**src/design/irp_pkg.sv**
```systemverilog
// ----------------------------------------------------------------------------
// irp_pkg
// Shared types and codes for the idle-retiring resource pool.
// ----------------------------------------------------------------------------
package irp_pkg;

	localparam int KEY_W   = 64;
	localparam int STAMP_W = 32;
	localparam int IDLE_W  = 17;
	localparam int THR_W   = 16;

	localparam logic [IDLE_W-1:0] IDLE_MAX = {IDLE_W{1'b1}};

	typedef enum logic [1:0] {
		MODE_ACQUIRE = 2'd0,
		MODE_RELEASE = 2'd1,
		MODE_TICK    = 2'd2,
		MODE_CLEAR   = 2'd3
	} mode_t;

	typedef enum logic [2:0] {
		ST_REUSED   = 3'd0,
		ST_NEW      = 3'd1,
		ST_FULL     = 3'd2,
		ST_DONE     = 3'd3,
		ST_BAD_REL  = 3'd4
	} status_t;

	typedef enum logic [2:0] {
		S_IDLE,
		S_ACQ_SCAN,
		S_ACQ_APPLY,
		S_TICK_SCAN,
		S_FINISH
	} state_t;

	// write request into the slot memory
	typedef struct packed {
		logic                 key_stamp_en;
		logic                 idle_en;
		logic [KEY_W-1:0]     key;
		logic [STAMP_W-1:0]   stamp;
		logic [IDLE_W-1:0]    idle;
	} slot_wr_t;

endpackage

```
**src/design/irp_slot_mem.sv**
```systemverilog
// ----------------------------------------------------------------------------
// irp_slot_mem
// Per-slot key, stamp and idle storage: one write port, one registered read.
// ----------------------------------------------------------------------------
module irp_slot_mem #(
	parameter int DEPTH = 32,
	parameter int AW    = 5
) (
	input  logic                         clk,
	input  logic [AW-1:0]                wr_addr,
	input  irp_pkg::slot_wr_t            wr,
	input  logic [AW-1:0]                rd_addr,
	output logic [irp_pkg::KEY_W-1:0]    rd_key,
	output logic [irp_pkg::STAMP_W-1:0]  rd_stamp,
	output logic [irp_pkg::IDLE_W-1:0]   rd_idle
);

	logic [irp_pkg::KEY_W-1:0]   key_mem   [DEPTH];
	logic [irp_pkg::STAMP_W-1:0] stamp_mem [DEPTH];
	logic [irp_pkg::IDLE_W-1:0]  idle_mem  [DEPTH];

	always_ff @(posedge clk) begin
		if (wr.key_stamp_en) begin
			key_mem[wr_addr]   <= wr.key;
			stamp_mem[wr_addr] <= wr.stamp;
		end
		if (wr.idle_en) begin
			idle_mem[wr_addr] <= wr.idle;
		end
	end

	always_ff @(posedge clk) begin
		rd_key   <= key_mem[rd_addr];
		rd_stamp <= stamp_mem[rd_addr];
		rd_idle  <= idle_mem[rd_addr];
	end

endmodule

```
**src/design/idle_retiring_resource_pool.sv**
```systemverilog
// ----------------------------------------------------------------------------
// idle_retiring_resource_pool
// Keyed resource pool with oldest-first reuse and idle-timeout retirement.
// ----------------------------------------------------------------------------
//  channel  | dir | fields (low bit up)
//  s_axis   | in  | mode[1:0] desc_key[65:2] release_index[70:66], pad to 72
//  m_axis   | out | status[2:0] entry_index[7:3] entry_count[13:8]
//           |     | available_count[19:14], pad to 24
//  cfg      | in  | cfg_wen, cfg_wdata = retire_threshold
//
// Acquire and tick sweep the slot memory one slot per cycle through its single
// read port, and acquire then applies its choice in an apply state. Release and
// clear skip the sweep. Every mode ends in a finish state that registers the
// result once m_axis is free. s_axis_tready is low from the transfer until the
// result is registered. A result waiting on m_axis does not block the next
// transfer, only the next result. No clearing pass after reset.
// ----------------------------------------------------------------------------
module idle_retiring_resource_pool #(
	parameter int POOL_ENTRIES = 32
) (
	input  logic        clk,
	input  logic        arst_n,
	input  logic        s_axis_tvalid,
	output logic        s_axis_tready,
	input  logic [71:0] s_axis_tdata,   // mode, desc_key, release_index
	output logic        m_axis_tvalid,
	input  logic        m_axis_tready,
	output logic [23:0] m_axis_tdata,   // status, entry_index, entry_count, available_count
	input  logic        cfg_wen,
	input  logic [15:0] cfg_wdata
);

	localparam int AW = $clog2(POOL_ENTRIES);
	localparam int CW = $clog2(POOL_ENTRIES + 1);
	localparam logic [AW-1:0] LAST_IDX = AW'(POOL_ENTRIES - 1);

	irp_pkg::state_t state_q, state_d;

	logic [POOL_ENTRIES-1:0] valid_q, busy_q;
	logic [CW-1:0]           entry_cnt_q, avail_cnt_q;
	logic [irp_pkg::STAMP_W-1:0] next_stamp_q;
	logic [irp_pkg::THR_W-1:0]   thr_q;

	logic          iss_q;
	logic [AW-1:0] scan_q;
	logic          vld_s1;
	logic [AW-1:0] idx_s1;

	logic [irp_pkg::KEY_W-1:0]   key_q;
	logic                        best_fnd_q, empty_fnd_q;
	logic [AW-1:0]               best_idx_q, empty_idx_q;
	logic [irp_pkg::STAMP_W-1:0] best_age_q;

	irp_pkg::status_t res_status_q;
	logic [4:0]       res_index_q;
	logic             m_valid_q;
	logic [23:0]      m_data_q;

	logic [irp_pkg::KEY_W-1:0]   rd_key;
	logic [irp_pkg::STAMP_W-1:0] rd_stamp;
	logic [irp_pkg::IDLE_W-1:0]  rd_idle;

	irp_pkg::slot_wr_t wr;
	logic [AW-1:0]     wr_addr;

	logic             in_acc;
	irp_pkg::mode_t   in_mode;
	logic [AW-1:0]    rel_idx;
	logic             rel_ok;
	logic             out_free;
	logic             scan_last;
	logic             sv, sb;
	logic [irp_pkg::STAMP_W-1:0] age;
	logic [irp_pkg::IDLE_W-1:0]  idle_inc;
	logic             hit, retire;

	assign in_acc    = s_axis_tvalid & s_axis_tready;
	assign in_mode   = irp_pkg::mode_t'(s_axis_tdata[1:0]);
	assign rel_idx   = AW'(s_axis_tdata[70:66]);
	assign rel_ok    = (int'(s_axis_tdata[70:66]) < POOL_ENTRIES)
		&& valid_q[rel_idx] && busy_q[rel_idx];
	assign out_free  = !m_valid_q || m_axis_tready;
	assign scan_last = vld_s1 && (idx_s1 == LAST_IDX);

	assign sv       = valid_q[idx_s1];
	assign sb       = busy_q[idx_s1];
	assign age      = next_stamp_q - rd_stamp;
	assign hit      = sv && !sb && (rd_key == key_q) && (!best_fnd_q || age > best_age_q);
	assign idle_inc = (rd_idle == irp_pkg::IDLE_MAX) ? rd_idle : rd_idle + 1'b1;
	assign retire   = sv && !sb
		&& (idle_inc > {{(irp_pkg::IDLE_W - irp_pkg::THR_W){1'b0}}, thr_q});

	assign s_axis_tready = (state_q == irp_pkg::S_IDLE);
	assign m_axis_tvalid = m_valid_q;
	assign m_axis_tdata  = m_data_q;

	irp_slot_mem #(
		.DEPTH (POOL_ENTRIES),
		.AW    (AW)
	) u_mem (
		.clk      (clk),
		.wr_addr  (wr_addr),
		.wr       (wr),
		.rd_addr  (scan_q),
		.rd_key   (rd_key),
		.rd_stamp (rd_stamp),
		.rd_idle  (rd_idle)
	);

	always_comb begin
		state_d = state_q;
		wr      = '0;
		wr_addr = idx_s1;
		unique case (state_q)
			irp_pkg::S_IDLE: begin
				if (in_acc) begin
					unique case (in_mode)
						irp_pkg::MODE_ACQUIRE: state_d = irp_pkg::S_ACQ_SCAN;
						irp_pkg::MODE_TICK:    state_d = irp_pkg::S_TICK_SCAN;
						default:               state_d = irp_pkg::S_FINISH;
					endcase
				end
			end
			irp_pkg::S_ACQ_SCAN: begin
				if (scan_last) state_d = irp_pkg::S_ACQ_APPLY;
			end
			irp_pkg::S_ACQ_APPLY: begin
				wr_addr         = best_fnd_q ? best_idx_q : empty_idx_q;
				wr.idle_en      = best_fnd_q || empty_fnd_q;
				wr.key_stamp_en = !best_fnd_q && empty_fnd_q;
				wr.key          = key_q;
				wr.stamp        = next_stamp_q;
				state_d         = irp_pkg::S_FINISH;
			end
			irp_pkg::S_TICK_SCAN: begin
				wr.idle_en = vld_s1 && sv;
				wr.idle    = sb ? '0 : idle_inc;
				if (scan_last) state_d = irp_pkg::S_FINISH;
			end
			irp_pkg::S_FINISH: begin
				if (out_free) state_d = irp_pkg::S_IDLE;
			end
			default: state_d = irp_pkg::S_IDLE;
		endcase
	end

	always_ff @(posedge clk or negedge arst_n) begin
		if (!arst_n) begin
			state_q <= irp_pkg::S_IDLE;
		end else begin
			state_q <= state_d;
		end
	end

	always_ff @(posedge clk or negedge arst_n) begin
		if (!arst_n) begin
			valid_q      <= '0;
			busy_q       <= '0;
			entry_cnt_q  <= '0;
			avail_cnt_q  <= '0;
			next_stamp_q <= '0;
			thr_q        <= '0;
			iss_q        <= 1'b0;
			scan_q       <= '0;
			vld_s1       <= 1'b0;
			m_valid_q    <= 1'b0;
		end else begin
			if (cfg_wen) thr_q <= cfg_wdata;

			vld_s1 <= iss_q;
			if (iss_q) begin
				if (scan_q == LAST_IDX) begin
					iss_q <= 1'b0;
				end else begin
					scan_q <= scan_q + 1'b1;
				end
			end

			if (in_acc) begin
				unique case (in_mode)
					irp_pkg::MODE_ACQUIRE, irp_pkg::MODE_TICK: begin
						iss_q  <= 1'b1;
						scan_q <= '0;
					end
					irp_pkg::MODE_RELEASE: begin
						if (rel_ok) begin
							busy_q[rel_idx] <= 1'b0;
							avail_cnt_q     <= avail_cnt_q + 1'b1;
						end
					end
					irp_pkg::MODE_CLEAR: begin
						valid_q     <= '0;
						busy_q      <= '0;
						entry_cnt_q <= '0;
						avail_cnt_q <= '0;
					end
					default: ;
				endcase
			end

			if (state_q == irp_pkg::S_ACQ_APPLY) begin
				if (best_fnd_q) begin
					busy_q[best_idx_q] <= 1'b1;
					avail_cnt_q        <= avail_cnt_q - 1'b1;
				end else if (empty_fnd_q) begin
					valid_q[empty_idx_q] <= 1'b1;
					busy_q[empty_idx_q]  <= 1'b1;
					entry_cnt_q          <= entry_cnt_q + 1'b1;
					next_stamp_q         <= next_stamp_q + 1'b1;
				end
			end

			if (state_q == irp_pkg::S_TICK_SCAN && vld_s1 && retire) begin
				valid_q[idx_s1] <= 1'b0;
				entry_cnt_q     <= entry_cnt_q - 1'b1;
				avail_cnt_q     <= avail_cnt_q - 1'b1;
			end

			if (state_q == irp_pkg::S_FINISH && out_free) begin
				m_valid_q <= 1'b1;
			end else if (m_axis_tready) begin
				m_valid_q <= 1'b0;
			end
		end
	end

	always_ff @(posedge clk) begin
		idx_s1 <= scan_q;

		if (in_acc) begin
			key_q       <= s_axis_tdata[65:2];
			best_fnd_q  <= 1'b0;
			empty_fnd_q <= 1'b0;
			res_index_q <= '0;
			if (in_mode == irp_pkg::MODE_RELEASE && !rel_ok) begin
				res_status_q <= irp_pkg::ST_BAD_REL;
			end else begin
				res_status_q <= irp_pkg::ST_DONE;
			end
		end

		if (state_q == irp_pkg::S_ACQ_SCAN && vld_s1) begin
			if (hit) begin
				best_fnd_q <= 1'b1;
				best_idx_q <= idx_s1;
				best_age_q <= age;
			end
			if (!sv && !empty_fnd_q) begin
				empty_fnd_q <= 1'b1;
				empty_idx_q <= idx_s1;
			end
		end

		if (state_q == irp_pkg::S_ACQ_APPLY) begin
			priority if (best_fnd_q) begin
				res_status_q <= irp_pkg::ST_REUSED;
				res_index_q  <= 5'(best_idx_q);
			end else if (empty_fnd_q) begin
				res_status_q <= irp_pkg::ST_NEW;
				res_index_q  <= 5'(empty_idx_q);
			end else begin
				res_status_q <= irp_pkg::ST_FULL;
				res_index_q  <= '0;
			end
		end

		if (state_q == irp_pkg::S_FINISH && out_free) begin
			m_data_q <= {4'd0, 6'(avail_cnt_q), 6'(entry_cnt_q), res_index_q, res_status_q};
		end
	end

`ifndef NO_ASSERTIONS
	a_avail_le_entry: assert property (@(posedge clk) disable iff (!arst_n)
		avail_cnt_q <= entry_cnt_q)
		else $error("available count above entry count");

	a_entry_bound: assert property (@(posedge clk) disable iff (!arst_n)
		int'(entry_cnt_q) <= POOL_ENTRIES)
		else $error("entry count above pool size");

	a_scan_in_state: assert property (@(posedge clk) disable iff (!arst_n)
		vld_s1 |-> (state_q == irp_pkg::S_ACQ_SCAN || state_q == irp_pkg::S_TICK_SCAN))
		else $error("slot read outside a sweep");

	a_acq_starts: assert property (@(posedge clk) disable iff (!arst_n)
		(in_acc && in_mode == irp_pkg::MODE_ACQUIRE) |=> state_q == irp_pkg::S_ACQ_SCAN)
		else $error("acquire did not start a sweep");
`endif

endmodule

```
**config.mk**
```make
export PLATFORM = sky130hd
export DESIGN_NAME = idle_retiring_resource_pool
export DESIGN_NICKNAME = d
export VERILOG_FILES = /design/src/design/irp_pkg.sv /design/src/design/irp_slot_mem.sv /design/src/design/idle_retiring_resource_pool.sv
export SDC_FILE = /design/constraint.sdc
export NUM_CORES = 2
export LEC_CHECK = 0
export BUFFER_PORTS_ARGS = -buffer_cell sky130_fd_sc_hd__buf_2
export CORE_UTILIZATION = 40
export CTS_CLUSTER_SIZE = 10
export DETAILED_ROUTE_END_ITERATION = 12
export GPL_ROUTABILITY_DRIVEN = 0
export SYNTH_ARGS = -nofsm -noshare
export SYNTH_HDL_FRONTEND = slang
export SYNTH_SLANG_ARGS = --single-unit
export TNS_END_PERCENT = 30
```
**constraint.sdc**
```tcl
create_clock -name clk -period 29.1 [get_ports clk]
set_input_delay 1.455 -clock clk [delete_from_list [all_inputs] [get_ports clk]]
set_output_delay 1.455 -clock clk [all_outputs]
set_load 0.02 [all_outputs]
```
==> impl_metrics.env <==
export IMPL_p_leak_nw=47.7
export IMPL_cts_resized=0
export IMPL_power_mw=11.4
export IMPL_drv_slew=0
export IMPL_max_slew_worst_pin_slew_ps=1350
export IMPL_start_util_pct=40.2
export IMPL_layout_commonest_cell="edfxtp_1"
export IMPL_row_count=228
export IMPL_status="completed"
export IMPL_max_stage_delay_ps=840
export IMPL_powerDensity_nw_per_um2=64.6
export IMPL_drc=0
export IMPL_rsz0062_at_grt="false"
export IMPL_fin_crit_sh_pct=23.7
export IMPL_cpMaxStageDelayCell="o41ai_1"
export IMPL_ant_nets=0
export IMPL_tns_ps=0
export IMPL_final_core_util_pct=45.6
export IMPL_firstDrtPassIters=6
export IMPL_cts_hold_buf=0
export IMPL_dr_first_iter_drc_count=9486
export IMPL_syn_area_per_cell_um2=22.4
export IMPL_fillers=31900
export IMPL_vias=73800
export IMPL_crit_arrival_ps=7420
export IMPL_htree_num_levels=5
export IMPL_final_cell_mix="3,750 x edfxtp_1, 1,162 x mux4_2, 452 x clkbuf_16, 318 x clkbuf_1, 183 x buf_4"
export IMPL_grt_pass1_wl_um=552000
export IMPL_cp_start_kind="flip-flop"
export IMPL_dp_hpwl_um=196000
export IMPL_maxCapViolCount=0
export IMPL_yosys_area_top_type="edfxtp_1"
export IMPL_path_class="reg2reg"
export IMPL_finalHoldViolCount=0
export IMPL_grt_pass1_vias=75300
export IMPL_cts_made_buffers=449
export IMPL_grt_usage_pct=19.7
export IMPL_pin_count=119
export IMPL_fmax_ghz=0.145
export IMPL_ys_types=75
export IMPL_clock_sinks=4005
export IMPL_yosysWarnings=0
export IMPL_drive_above_1_share_pct=28.1
export IMPL_clk_latency_ps=990
export IMPL_dieWidth_um=625
export IMPL_area_growth_synth_to_final_pct=13.5
export IMPL_vias_per_cell=5.72
export IMPL_cts_setup_buffers=0
export IMPL_clockRootBuffer="clkbuf_16"
export IMPL_endpoint_kind="flip-flop"
export IMPL_numPortBuffers=113
export IMPL_grt_overflow=0
export IMPL_wl_um=390000
export IMPL_clock_skew_ps=92.7
export IMPL_ys_seq_area_share_pct=76.3
export IMPL_dp_cells=12100
export IMPL_synthCells=6934
export IMPL_synth_seq_cells=4005
export IMPL_path_max_fanout=37
export IMPL_r2r_cells=21
export IMPL_ys_flop_type="edfxtp_1"
export IMPL_final_cells=12900
export IMPL_die_h_um=625
export IMPL_critPathRequiredTime_ps=29640
export IMPL_cts_buffer_depth=4
export IMPL_relSlewSlack_pct=9.94
export IMPL_dieArea_um2=391000
export IMPL_nets=7531
export IMPL_holdWs_ps=423
export IMPL_path_cells="inv_1 > ha_1 > fa_1 > nor2b_1 > o31a_1 > o21ai_0 > o41ai_1 > a31oi_1 > o21bai_1 > a21oi_1 > xnor2_1 > ha_1 > nand4_1 > nor2_1 > nand3_1 > a211oi_1 > a2111oi_0 > o21ai_0 > o41ai_1 > a2111oi_2 > buf_4"
export IMPL_synth_area_top_cells="edfxtp_1 73%, mux4_2 17%, dfrtp_1 2.2%"
export IMPL_setup_viol=0
export IMPL_synth_area_um2=155000
export IMPL_wl_per_cell_um=30.2
export IMPL_antenna_found_initial=21
export IMPL_holdPathStages=0
export IMPL_cts_tree="done"
export IMPL_hp_class="reg2reg"
export IMPL_synthArstFlopShare_pct=3.37
export IMPL_synth_edf_count=3750
export IMPL_min_period_ps=6890
export IMPL_core_area_um2=386000
export IMPL_grt_start_max_net_pins=129
export IMPL_yosysTopAreaCellShare_pct=72.5
export IMPL_vdd_ir_drop_max_v=0.0000482
export IMPL_clk_pin_slew_ps=60
-- cell usage after synthesis, drive strengths merged, types with 96 or more instances --
master and number:
edfxtp 3750, mux4 1162, clkbuf 273, nor2 171, a21oi 161, dfrtp 135
dfxtp 120, mux2 115, nand2 115, inv 113, and2 98, xnor2 96
-- layout make-up --
class / count / area (um^2) / area share (%)
clock inverters: 37 / 612 / 0.347
inverters: 113 / 427 / 0.242
diodes: 4 / 10.0 / 0.00568
well taps: 5175 / 6470 / 3.68
multi-input cells: 2476 / 35500 / 20.2
clock buffers: 775 / 12600 / 7.14
flip-flops and latches: 4005 / 118000 / 67.2
repair buffers: 306 / 2150 / 1.22
-- metrics by stage --
step	cell area [um^2]	worst slack, ps
6_report	176000	22210
4_1_cts	176000	22300
3_5_place_dp	163000	22320
2_1_floorplan	155000	18710
3_3_place_gp	163000	22430
5_1_grt	176000	21790
-- worst max-delay path, delay by kind of cell, from the launching register on --
family / cells / cell delay [ps]
buffers and inverters: 2 / 670
adders and majority gates: 3 / 950
DFF: 1 / 430
AOI/OAI and AO/OA: 11 / 3570
xor gates and xnor gates: 1 / 160
and+or+nand+nor: 4 / 700
-- per-layer routing --
metal / GRT usage [%] / share of wire [%] / vias up
met4: 5.39 / 2.7 / 2
met2: 31.6 / 48 / 3235
met1: 28.1 / 41 / 40000
li1: - / - / 30000
met3: 3.24 / 8.0 / 591
met5: 0 / 0.0051 / -
-- logic make-up after synthesis --
group	after synthesis	synth area share, %
buffers and inverters	456	1.13
muxes	1285	17.7
and+or+nand+nor	591	1.93
DFF	4005	76.3
xor gates and xnor gates	138	0.778
AOI/OAI and AO/OA	371	1.46
adders and majority gates	87	0.706
other	1	0.00242
-- sequential cells by signal, summed over array words and instances, names as in the netlist, 32 cells and up --
register and count:
u_mem.key_mem 2048, u_mem.rd_key 64, best_age_q 32, u_mem.rd_stamp 32, u_mem.stamp_mem 1024, key_q 64
u_mem.idle_mem 544, valid_q 32, next_stamp_q 32, busy_q 32
-- power breakdown --
part / switching, mW / internal (mW)
logic: 0.0184 / 0.00934
registers: 0.000738 / 6.21
clock network: 2.19 / 2.95
-- path summary, 6_finish.rpt --
path / from / endpoint / slack [ps]
worst min-delay path: res_status_q[2] / m_axis_tdata[2] / 420
max in group asynchronous: arst_n / valid_q[15] / 26900
worst max register to register: next_stamp_q[0] / best_age_q[10] / 22210
worst min register to register: res_status_q[2] / m_axis_tdata[2] / 420
min in group asynchronous: arst_n / valid_q[9] / 520
worst max-delay path: next_stamp_q[0] / best_age_q[10] / 22210
(Power assumes the default switching activity.)
